===== src/hw/rtl/dnle_pkg.sv =====
// Shared types and constants for the DNS name label encoder.
// Used by the controller, the datapath and the top level; depends on nothing.
package dnle_pkg;

    // Size limits of a label and of a whole name.
    localparam int MAX_LABEL_BYTES = 63;
    localparam int MAX_NAME_CHARS  = 255;

    // Label store geometry and counter widths; the fill counter holds at least
    // three bits so that the top-domain positions fit.
    localparam int STORE_DEPTH = MAX_LABEL_BYTES;
    localparam int STORE_AW    = (STORE_DEPTH > 1) ? $clog2(STORE_DEPTH) : 1;
    localparam int FILL_W      = ($clog2(MAX_LABEL_BYTES + 1) < 3) ? 3
                                 : $clog2(MAX_LABEL_BYTES + 1);
    localparam int COUNT_W     = $clog2(MAX_NAME_CHARS + 1);

    // Special characters.
    localparam logic [7:0] CHAR_DOT = 8'h2E;
    localparam logic [7:0] CHAR_NUL = 8'h00;

    // Lengths of the accepted top-level labels.
    localparam int LOCAL_LEN = 5;
    localparam int ARPA_LEN  = 4;

    // Status codes reported with the final transfer of a name.
    typedef enum logic [1:0] {
        ERR_NONE  = 2'd0,
        ERR_LABEL = 2'd1,
        ERR_TOP   = 2'd2,
        ERR_LONG  = 2'd3
    } err_code_t;

    // Controller states.
    typedef enum logic [2:0] {
        ST_IDLE,
        ST_LEN,
        ST_RD,
        ST_DATA,
        ST_ERR
    } fsm_state_t;

    // Commands from the controller to the datapath.
    typedef struct packed {
        logic accept;
        logic load_len;
        logic load_data;
        logic load_err;
    } cmd_t;

    // Status from the datapath to the controller.
    typedef struct packed {
        logic go_label;
        logic go_error;
        logic out_free;
        logic idx_last;
    } stat_t;

    // Characters of "local" by position.
    function automatic logic [7:0] local_char(input logic [2:0] pos);
        logic [7:0] ch;
        case (pos)
            3'd0:    ch = 8'h6C;
            3'd1:    ch = 8'h6F;
            3'd2:    ch = 8'h63;
            3'd3:    ch = 8'h61;
            3'd4:    ch = 8'h6C;
            default: ch = CHAR_NUL;
        endcase
        return ch;
    endfunction

    // Characters of "arpa" by position.
    function automatic logic [7:0] arpa_char(input logic [2:0] pos);
        logic [7:0] ch;
        case (pos)
            3'd0:    ch = 8'h61;
            3'd1:    ch = 8'h72;
            3'd2:    ch = 8'h70;
            3'd3:    ch = 8'h61;
            default: ch = CHAR_NUL;
        endcase
        return ch;
    endfunction

endpackage


===== src/hw/rtl/dnle_ram.sv =====
// Generic single-port-write, single-port-read RAM with registered read data.
// Stand-alone; no package dependency.
module dnle_ram #(
    parameter int WIDTH = 8,
    parameter int DEPTH = 64
) (
    input  logic                                   clk,
    input  logic                                   we,
    input  logic [((DEPTH > 1) ? $clog2(DEPTH) : 1)-1:0] waddr,
    input  logic [WIDTH-1:0]                       wdata,
    input  logic [((DEPTH > 1) ? $clog2(DEPTH) : 1)-1:0] raddr,
    output logic [WIDTH-1:0]                       rdata
);

    logic [WIDTH-1:0] mem_reg [DEPTH];
    logic [WIDTH-1:0] rdata_reg;

    // Write port and registered read port.
    always_ff @(posedge clk)
    begin
        if (we)
        begin
            mem_reg[waddr] <= wdata;
        end
        rdata_reg <= mem_reg[raddr];
    end

    assign rdata = rdata_reg;

endmodule


===== src/hw/rtl/dnle_datapath.sv =====
// Datapath of the DNS name label encoder: per-name state, label store,
// top-domain match flags and the output register. Depends on dnle_pkg and dnle_ram.
module dnle_datapath (
    input  logic            clk,
    input  logic            rst_n,
    input  logic [7:0]      name_char,
    input  logic            char_last,
    input  dnle_pkg::cmd_t  cmd,
    output dnle_pkg::stat_t stat,
    output logic            out_valid,
    input  logic            out_stall,
    output logic [7:0]      out_byte,
    output logic            out_last,
    output logic [1:0]      status
);
    import dnle_pkg::*;

    // Per-name state.
    logic [FILL_W-1:0]  fill_reg, fill_next;
    logic [COUNT_W-1:0] count_reg, count_next;
    err_code_t          err_reg, err_next;
    logic               ended_reg, ended_next;
    logic               local_ok_reg, local_ok_next;
    logic               arpa_ok_reg, arpa_ok_next;

    // Emission state.
    logic [FILL_W-1:0]  emit_len_reg, emit_len_next;
    logic [FILL_W-1:0]  idx_reg, idx_next;
    logic               final_reg, final_next;
    err_code_t          err_out_reg, err_out_next;

    // Output register.
    logic               out_valid_reg, out_valid_next;
    logic [7:0]         out_byte_reg, out_byte_next;
    logic               out_last_reg, out_last_next;
    logic [1:0]         status_reg, status_next;

    // Results of evaluating the offered character.
    logic [FILL_W-1:0]  fill_eval;
    logic [COUNT_W-1:0] count_eval;
    err_code_t          err_eval;
    logic               ended_eval;
    logic               local_eval;
    logic               arpa_eval;
    logic               wr_eval;
    logic               emit_mid;
    logic               emit_fin;
    logic               top_match;
    logic [7:0]         ram_rdata;

    // Evaluate one character against the current per-name state.
    always_comb
    begin
        fill_eval  = fill_reg;
        count_eval = count_reg;
        err_eval   = err_reg;
        ended_eval = ended_reg;
        local_eval = local_ok_reg;
        arpa_eval  = arpa_ok_reg;
        wr_eval    = 1'b0;
        emit_mid   = 1'b0;
        emit_fin   = 1'b0;
        if (!ended_reg)
        begin
            if (name_char == CHAR_NUL)
            begin
                ended_eval = 1'b1;
            end
            else
            begin
                // Saturating character count; the first overflow is flagged.
                if (count_reg >= COUNT_W'(MAX_NAME_CHARS))
                begin
                    if (err_reg == ERR_NONE)
                    begin
                        err_eval = ERR_LONG;
                    end
                end
                else
                begin
                    count_eval = count_reg + COUNT_W'(1);
                end
                if (err_eval == ERR_NONE)
                begin
                    if (name_char == CHAR_DOT)
                    begin
                        if (fill_reg == '0)
                        begin
                            err_eval = ERR_LABEL;
                        end
                        else if (char_last)
                        begin
                            err_eval = ERR_TOP;
                        end
                        else
                        begin
                            emit_mid = 1'b1;
                        end
                        fill_eval = '0;
                    end
                    else if (fill_reg >= FILL_W'(MAX_LABEL_BYTES))
                    begin
                        err_eval = ERR_LABEL;
                    end
                    else
                    begin
                        wr_eval   = 1'b1;
                        fill_eval = fill_reg + FILL_W'(1);
                        // Track whether the label so far spells a top domain.
                        if (fill_reg == '0)
                        begin
                            local_eval = (name_char == local_char(3'd0));
                            arpa_eval  = (name_char == arpa_char(3'd0));
                        end
                        else
                        begin
                            if (fill_reg < FILL_W'(LOCAL_LEN))
                            begin
                                local_eval = local_ok_reg &&
                                             (name_char == local_char(fill_reg[2:0]));
                            end
                            if (fill_reg < FILL_W'(ARPA_LEN))
                            begin
                                arpa_eval = arpa_ok_reg &&
                                            (name_char == arpa_char(fill_reg[2:0]));
                            end
                        end
                    end
                end
            end
        end
        top_match = ((fill_eval == FILL_W'(LOCAL_LEN)) && local_eval) ||
                    ((fill_eval == FILL_W'(ARPA_LEN)) && arpa_eval);
        // The last character closes the name.
        if (char_last && (err_eval == ERR_NONE))
        begin
            if (top_match)
            begin
                emit_fin = 1'b1;
            end
            else
            begin
                err_eval = ERR_TOP;
            end
        end
    end

    // Status toward the controller.
    always_comb
    begin
        stat.go_label = emit_mid || emit_fin;
        stat.go_error = char_last && (err_eval != ERR_NONE);
        stat.out_free = !out_valid_reg || !out_stall;
        stat.idx_last = (idx_reg == (emit_len_reg - FILL_W'(1)));
    end

    // Per-name and emission state updates.
    always_comb
    begin
        fill_next     = fill_reg;
        count_next    = count_reg;
        err_next      = err_reg;
        ended_next    = ended_reg;
        local_ok_next = local_ok_reg;
        arpa_ok_next  = arpa_ok_reg;
        emit_len_next = emit_len_reg;
        idx_next      = idx_reg;
        final_next    = final_reg;
        err_out_next  = err_out_reg;
        if (cmd.accept)
        begin
            local_ok_next = local_eval;
            arpa_ok_next  = arpa_eval;
            emit_len_next = emit_mid ? fill_reg : fill_eval;
            idx_next      = '0;
            final_next    = emit_fin;
            err_out_next  = err_eval;
            if (char_last)
            begin
                fill_next  = '0;
                count_next = '0;
                err_next   = ERR_NONE;
                ended_next = 1'b0;
            end
            else
            begin
                fill_next  = fill_eval;
                count_next = count_eval;
                err_next   = err_eval;
                ended_next = ended_eval;
            end
        end
        else if (cmd.load_data)
        begin
            idx_next = idx_reg + FILL_W'(1);
        end
    end

    // Output register: loaded by the controller, emptied by a transfer.
    always_comb
    begin
        out_valid_next = out_valid_reg;
        out_byte_next  = out_byte_reg;
        out_last_next  = out_last_reg;
        status_next    = status_reg;
        if (out_valid_reg && !out_stall)
        begin
            out_valid_next = 1'b0;
        end
        if (cmd.load_len)
        begin
            out_valid_next = 1'b1;
            out_byte_next  = 8'(emit_len_reg);
            out_last_next  = 1'b0;
            status_next    = ERR_NONE;
        end
        else if (cmd.load_data)
        begin
            out_valid_next = 1'b1;
            out_byte_next  = ram_rdata;
            out_last_next  = final_reg && stat.idx_last;
            status_next    = ERR_NONE;
        end
        else if (cmd.load_err)
        begin
            out_valid_next = 1'b1;
            out_byte_next  = CHAR_NUL;
            out_last_next  = 1'b1;
            status_next    = err_out_reg;
        end
    end

    // Control registers.
    always_ff @(posedge clk or negedge rst_n)
    begin
        if (!rst_n)
        begin
            fill_reg      <= '0;
            count_reg     <= '0;
            err_reg       <= ERR_NONE;
            ended_reg     <= 1'b0;
            out_valid_reg <= 1'b0;
        end
        else
        begin
            fill_reg      <= fill_next;
            count_reg     <= count_next;
            err_reg       <= err_next;
            ended_reg     <= ended_next;
            out_valid_reg <= out_valid_next;
        end
    end

    // Payload registers.
    always_ff @(posedge clk)
    begin
        local_ok_reg <= local_ok_next;
        arpa_ok_reg  <= arpa_ok_next;
        emit_len_reg <= emit_len_next;
        idx_reg      <= idx_next;
        final_reg    <= final_next;
        err_out_reg  <= err_out_next;
        out_byte_reg <= out_byte_next;
        out_last_reg <= out_last_next;
        status_reg   <= status_next;
    end

    // Label store: written as characters arrive, read back during emission.
    dnle_ram #(
        .WIDTH (8),
        .DEPTH (STORE_DEPTH)
    ) u_store (
        .clk   (clk),
        .we    (cmd.accept && wr_eval),
        .waddr (fill_reg[STORE_AW-1:0]),
        .wdata (name_char),
        .raddr (idx_reg[STORE_AW-1:0]),
        .rdata (ram_rdata)
    );

    assign out_valid = out_valid_reg;
    assign out_byte  = out_byte_reg;
    assign out_last  = out_last_reg;
    assign status    = status_reg;

endmodule


===== src/hw/rtl/dnle_ctrl.sv =====
// Controller of the DNS name label encoder: accepts characters and sequences
// label and error emission. Depends on dnle_pkg.
module dnle_ctrl (
    input  logic            clk,
    input  logic            rst_n,
    input  logic            in_valid,
    output logic            in_stall,
    input  dnle_pkg::stat_t stat,
    output dnle_pkg::cmd_t  cmd
);
    import dnle_pkg::*;

    fsm_state_t state_reg, state_next;

    // Next-state logic.
    always_comb
    begin
        state_next = state_reg;
        case (state_reg)
            ST_IDLE:
            begin
                if (in_valid && stat.go_label)
                begin
                    state_next = ST_LEN;
                end
                else if (in_valid && stat.go_error)
                begin
                    state_next = ST_ERR;
                end
            end
            ST_LEN:
            begin
                if (stat.out_free)
                begin
                    state_next = ST_RD;
                end
            end
            ST_RD:
            begin
                state_next = ST_DATA;
            end
            ST_DATA:
            begin
                if (stat.out_free)
                begin
                    state_next = stat.idx_last ? ST_IDLE : ST_RD;
                end
            end
            ST_ERR:
            begin
                if (stat.out_free)
                begin
                    state_next = ST_IDLE;
                end
            end
            default:
            begin
                state_next = ST_IDLE;
            end
        endcase
    end

    // Command outputs.
    always_comb
    begin
        cmd      = '0;
        in_stall = 1'b1;
        case (state_reg)
            ST_IDLE:
            begin
                in_stall   = 1'b0;
                cmd.accept = in_valid;
            end
            ST_LEN:
            begin
                cmd.load_len = stat.out_free;
            end
            ST_DATA:
            begin
                cmd.load_data = stat.out_free;
            end
            ST_ERR:
            begin
                cmd.load_err = stat.out_free;
            end
            default:
            begin
                cmd = '0;
            end
        endcase
    end

    // State register.
    always_ff @(posedge clk or negedge rst_n)
    begin
        if (!rst_n)
        begin
            state_reg <= ST_IDLE;
        end
        else
        begin
            state_reg <= state_next;
        end
    end

endmodule


===== src/hw/rtl/dns_name_label_encoder.sv =====
// Top level of the DNS name label encoder: controller, datapath and checks.
// Depends on dnle_pkg, dnle_ctrl and dnle_datapath (which holds dnle_ram).
//
// Usage: the input channel (in_valid, in_stall, name_char, char_last) takes a
// dotted name one character per transfer, char_last marking its final
// character. A zero character ends the name early; later characters up to
// char_last are ignored. The output channel (out_valid, out_stall, out_byte,
// out_last, status) gives DNS wire-format labels: a length byte, then the
// label's bytes. out_last marks the final transfer of a name, and status on it
// reports 0 ok, 1 bad label length, 2 bad top domain, 3 name too long. An
// error ends the name with one byte of zero and out_last set, after any labels
// already sent. Timing: a character that closes nothing does not hold the input
// off. A closing transfer holds the input off while the label is sent: the
// length byte is loaded, then each byte is read from the label store and loaded
// into the output register. An error result holds it off while the zero byte is
// loaded. The controller's state register and then the output register lie
// between the sides, so results are registered.
// A stalled receiver holds the output register and with it the sequencer.
// Reset clears the per-name state and empties the output register.
module dns_name_label_encoder (
    input  logic       clk,
    input  logic       rst_n,
    input  logic       in_valid,
    output logic       in_stall,
    input  logic [7:0] name_char,
    input  logic       char_last,
    output logic       out_valid,
    input  logic       out_stall,
    output logic [7:0] out_byte,
    output logic       out_last,
    output logic [1:0] status
);
    import dnle_pkg::*;

    cmd_t  cmd;
    stat_t stat;

    dnle_ctrl u_ctrl (
        .clk      (clk),
        .rst_n    (rst_n),
        .in_valid (in_valid),
        .in_stall (in_stall),
        .stat     (stat),
        .cmd      (cmd)
    );

    dnle_datapath u_dp (
        .clk       (clk),
        .rst_n     (rst_n),
        .name_char (name_char),
        .char_last (char_last),
        .cmd       (cmd),
        .stat      (stat),
        .out_valid (out_valid),
        .out_stall (out_stall),
        .out_byte  (out_byte),
        .out_last  (out_last),
        .status    (status)
    );

    // At most one output load per cycle.
    assert property (@(posedge clk) disable iff (!rst_n)
        $onehot0({cmd.load_len, cmd.load_data, cmd.load_err}))
        else $error("more than one output load in a cycle");

    // A load never overwrites a result that is still waiting.
    assert property (@(posedge clk) disable iff (!rst_n)
        (cmd.load_len || cmd.load_data || cmd.load_err) |-> (!out_valid || !out_stall))
        else $error("output register overwritten while stalled");

    // An accepted item that starts emission holds the input off next cycle.
    assert property (@(posedge clk) disable iff (!rst_n)
        (cmd.accept && (stat.go_label || stat.go_error)) |=> in_stall)
        else $error("input not held off during emission");

    // An error result carries a zero byte.
    assert property (@(posedge clk) disable iff (!rst_n)
        (out_valid && out_last && (status != ERR_NONE)) |-> (out_byte == CHAR_NUL))
        else $error("error result with nonzero byte");

endmodule


===== config.mk =====
export PLATFORM = sky130hd
export DESIGN_NAME = dns_name_label_encoder
export DESIGN_NICKNAME = d
export VERILOG_FILES = /design/src/hw/rtl/dnle_pkg.sv /design/src/hw/rtl/dnle_ram.sv /design/src/hw/rtl/dnle_datapath.sv /design/src/hw/rtl/dnle_ctrl.sv /design/src/hw/rtl/dns_name_label_encoder.sv
export SDC_FILE = /design/constraint.sdc
export NUM_CORES = 1
export LEC_CHECK = 0
export ABC_AREA = 0
export BUFFER_PORTS_ARGS = -buffer_cell sky130_fd_sc_hd__clkbuf_2
export CELL_PAD_IN_SITES_DETAIL_PLACEMENT = 1
export CELL_PAD_IN_SITES_GLOBAL_PLACEMENT = 1
export CORE_MARGIN = 5
export CORE_UTILIZATION = 55
export DETAILED_ROUTE_END_ITERATION = 7
export PLACE_DENSITY_LB_ADDON = 0.1
export REMOVE_ABC_BUFFERS = 1
export SYNTH_ARGS = -nofsm -noshare
export SYNTH_HDL_FRONTEND = slang
export SYNTH_SLANG_ARGS = --single-unit

===== constraint.sdc =====
create_clock -name clk -period 6.05 [get_ports clk]
set_input_delay 0 -clock clk [delete_from_list [all_inputs] [get_ports clk]]
set_output_delay 0 -clock clk [all_outputs]
set_load 0.01 [all_outputs]

==> flow_metrics.env <==
export IMPL_status="finished, final reports clean"
export IMPL_peakVddDrop_mv=0.303
export IMPL_drt_pass1_iter_count=5
export IMPL_drive_gt1_share_pct=24.0
export IMPL_fin_util_pct=61.9
export IMPL_p_leak_nw=7.94
export IMPL_via_count=11300
export IMPL_grt_max_degree=77
export IMPL_min_path_cells=4
export IMPL_numCtsBuffers=56
export IMPL_std_cell_rows=74
export IMPL_max_freq_ghz=0.250
export IMPL_wire_per_inst_um=30.2
export IMPL_die_h_um=212
export IMPL_setup_slack_ps=2050
export IMPL_post_cts_resize_count=0
export IMPL_core_area_sq_um=40600
export IMPL_clk_latency_ps=610
export IMPL_r2r_setup_slack_ps=2050
export IMPL_gp_congestion=0.791
export IMPL_dieWidth_um=212
export IMPL_cp_max_fo=13
export IMPL_power_density_nw_per_um2=426
export IMPL_syn_instance_count=1154
export IMPL_finalNetCount=1228
export IMPL_synth_edf_count=521
export IMPL_yosysSeqAreaShare_pct=73.5
export IMPL_crit_required_ps=6280
export IMPL_drt_total_wl_um=53900
export IMPL_die_area_sq_um=45100
export IMPL_synth_top_cell_by_area="edfxtp_1"
export IMPL_synth_cell_types=57
export IMPL_vias_per_cell=6.33
export IMPL_io_buffers=25
export IMPL_tightestPinTransition_ps=1070
export IMPL_gr_total_overflow=0
export IMPL_avgSynthCellArea_sq_um=19.5
export IMPL_fill_cells=3391
export IMPL_rr_startpoint="u_dp.count_reg[0]"
export IMPL_synth_ff_type="edfxtp_1"
export IMPL_async_reset_ff_share_pct=3.74
export IMPL_drcViolationCount=0
export IMPL_dp_hpwl_um=33500
export IMPL_drv_cap=0
export IMPL_finalClockSkew_ps=20.7
export IMPL_grt_pass1_vias=11700
export IMPL_synth_area_top_cells="edfxtp_1 69%, mux4_2 16%, dfrtp_1 2.3%, nor2_1 1.8%, dfxtp_1 1.7%"
export IMPL_start_util_pct=55.4
export IMPL_yosys_warnings=0
export IMPL_final_antenna_net_count=0
export IMPL_slew_headroom_pct=28.7
export IMPL_largest_register_ff_count=504
export IMPL_worstReg2RegEnd="u_dp.u_store.mem_reg[35][0]"
export IMPL_reg2regPathDepth=7
export IMPL_pre_cts_slack_ps=2000
export IMPL_post_route_period_util_pct=66.2
export IMPL_min_period_ps=4000
export IMPL_htree_levels=2
export IMPL_grt_antenna_before_repair=3
export IMPL_syn_area_sq_um=22500
export IMPL_setup_viol=0
export IMPL_worst_setup_path_type="register to register"
export IMPL_ios=26
export IMPL_gr_usage_all_layers_pct=24.5
export IMPL_holdWs_ps=143
export IMPL_ys_ff_latch=561
export IMPL_hold_start="name_char[1]"
export IMPL_cts_root_buf="clkbuf_16"
export IMPL_hold_viol=0
export IMPL_synth_top_cell_area_share_pct=69.4
export IMPL_cts_clk_slew_worst_paths_ps=60
export IMPL_cts_tree="yes"
export IMPL_hold_class="input port to register"
export IMPL_grt_pass1_wl_um=80100
export IMPL_slew_violations=0
export IMPL_rsz0062_at_grt="no"
export IMPL_dr_first_iter_drc_count=1228
export IMPL_start_kind="register"
export IMPL_clkSinkCount=561
export IMPL_cp_arrival_ps=4230
export IMPL_tns_ps=0
export IMPL_flow_area_growth_from_synthesis_pct=11.6
export IMPL_hold_end="u_dp.ended_reg"
export IMPL_crit_path_end_kind="register"
export IMPL_cts_path_max_buffers=3
[layer usage]
layer  vias to the layer above  GRT usage, %  routed length [um]  share of wire, %
met2                       401          38.2               25700                48
met5                         -             0                  13             0.024
met3                        62          5.37                3700               6.9
met4                         2          6.31                1170               2.2
li1                       4810             -                   -                 -
met1                      6026          36.1               23300                43
[cell usage in the layout, fill, tap and decap left out, drive strengths merged, types with 2 or more instances in the layout]
cell           n
and3           5
clkbuf        94
dfxtp         19
nand3         26
ha             9
nand4          3
or3            7
xnor2         10
mux2i         16
nor2b          5
nor3          12
inv           18
or2            2
dlygate4sd3   10
mux4         160
xor2          10
a21oi         18
bufinv         7
dfrtp         21
o21ai         30
nor2         109
edfxtp       521
clkinv        20
nor4           4
nand2         50
buf           14
a31o           2
o31ai          3
o211ai         3
a21o           4
a32oi          2
nand2b         4
a31oi          5
a22o           4
o22ai          5
clkinvlp       5
[cells in the mapped netlist (all sizes together), types with 12 or more instances]
cell / number
a21oi: 18
buf: 33
clkbuf: 22
dfrtp: 21
dfxtp: 19
edfxtp: 521
inv: 14
mux2i: 16
mux4: 160
nand2: 50
nand3: 26
nor2: 109
nor3: 12
o21ai: 30
[where the power goes]
part | total, mW | switching [mW] | internal [mW]
clock | 3.54 | 1.49 | 2.05
combinational | 2.51 | 1.32 | 1.18
sequential | 4.67 | 0.256 | 4.42
[cell type report]
type,instances,area (sq um),area share (%)
Timing Repair Buffer,49,355,1.41
Clock buffer,69,1480,5.89
Clock inverter,35,393,1.56
Inverter,15,56.3,0.224
Antenna cell,1,2.50,0.00995
Sequential cell,561,16600,65.8
Multi-Input combinational cell,523,5640,22.4
Tap cell,532,666,2.65
[per-stage QoR]
step | instance area [sq um] | power, mW | std cells
finish | 25200 | 10.7 | 1785
global route | 25200 | 11.2 | 1785
CTS | 25100 | 10.8 | 1784
detailed placement | 23200 | 7.28 | 1670
global placement | 23200 | 7.23 | 1670
floorplan | 22200 | 6.62 | 1099
[logic make-up after synthesis]
group / after synthesis / share of synthesized area [%]
flops: 561 / 73.5
buf+inv: 70 / 1.53
fa+ha+maj: 9 / 0.500
mux: 176 / 16.7
compound gates: 85 / 2.38
simple gates: 233 / 4.65
xor+xnor: 20 / 0.777
[what timing repair did]
action / in CTS / in global routing
buffers inserted: 0 / 0
hold buffers: 10 / 0
endpoints found under the hold margin: 57 / 0
[worst max-delay path, stage by stage, from the launching register on]
cell and delay [ps]:
dfrtp_1 400, ha_1 240, nand3_1 170, or3_1 230, nand3_1 440, nor3_1 520, nand3_1 760, nor2_1 880
[how the worst max path moves through the flow]
stage	end	cells past startpoint	startpoint
floorplan	u_dp.u_store.rdata[0]	3	u_dp.idx_reg[0]
global placement	u_dp.u_store.mem_reg[3][2]	7	u_dp.count_reg[0]
detailed placement	u_dp.u_store.mem_reg[1][2]	7	u_dp.count_reg[0]
CTS	u_dp.u_store.mem_reg[1][7]	7	u_dp.count_reg[0]
global route	u_dp.u_store.mem_reg[35][0]	7	u_dp.count_reg[0]
finish	u_dp.u_store.mem_reg[35][0]	7	u_dp.count_reg[0]
Power figures use the tool's default switching activity.
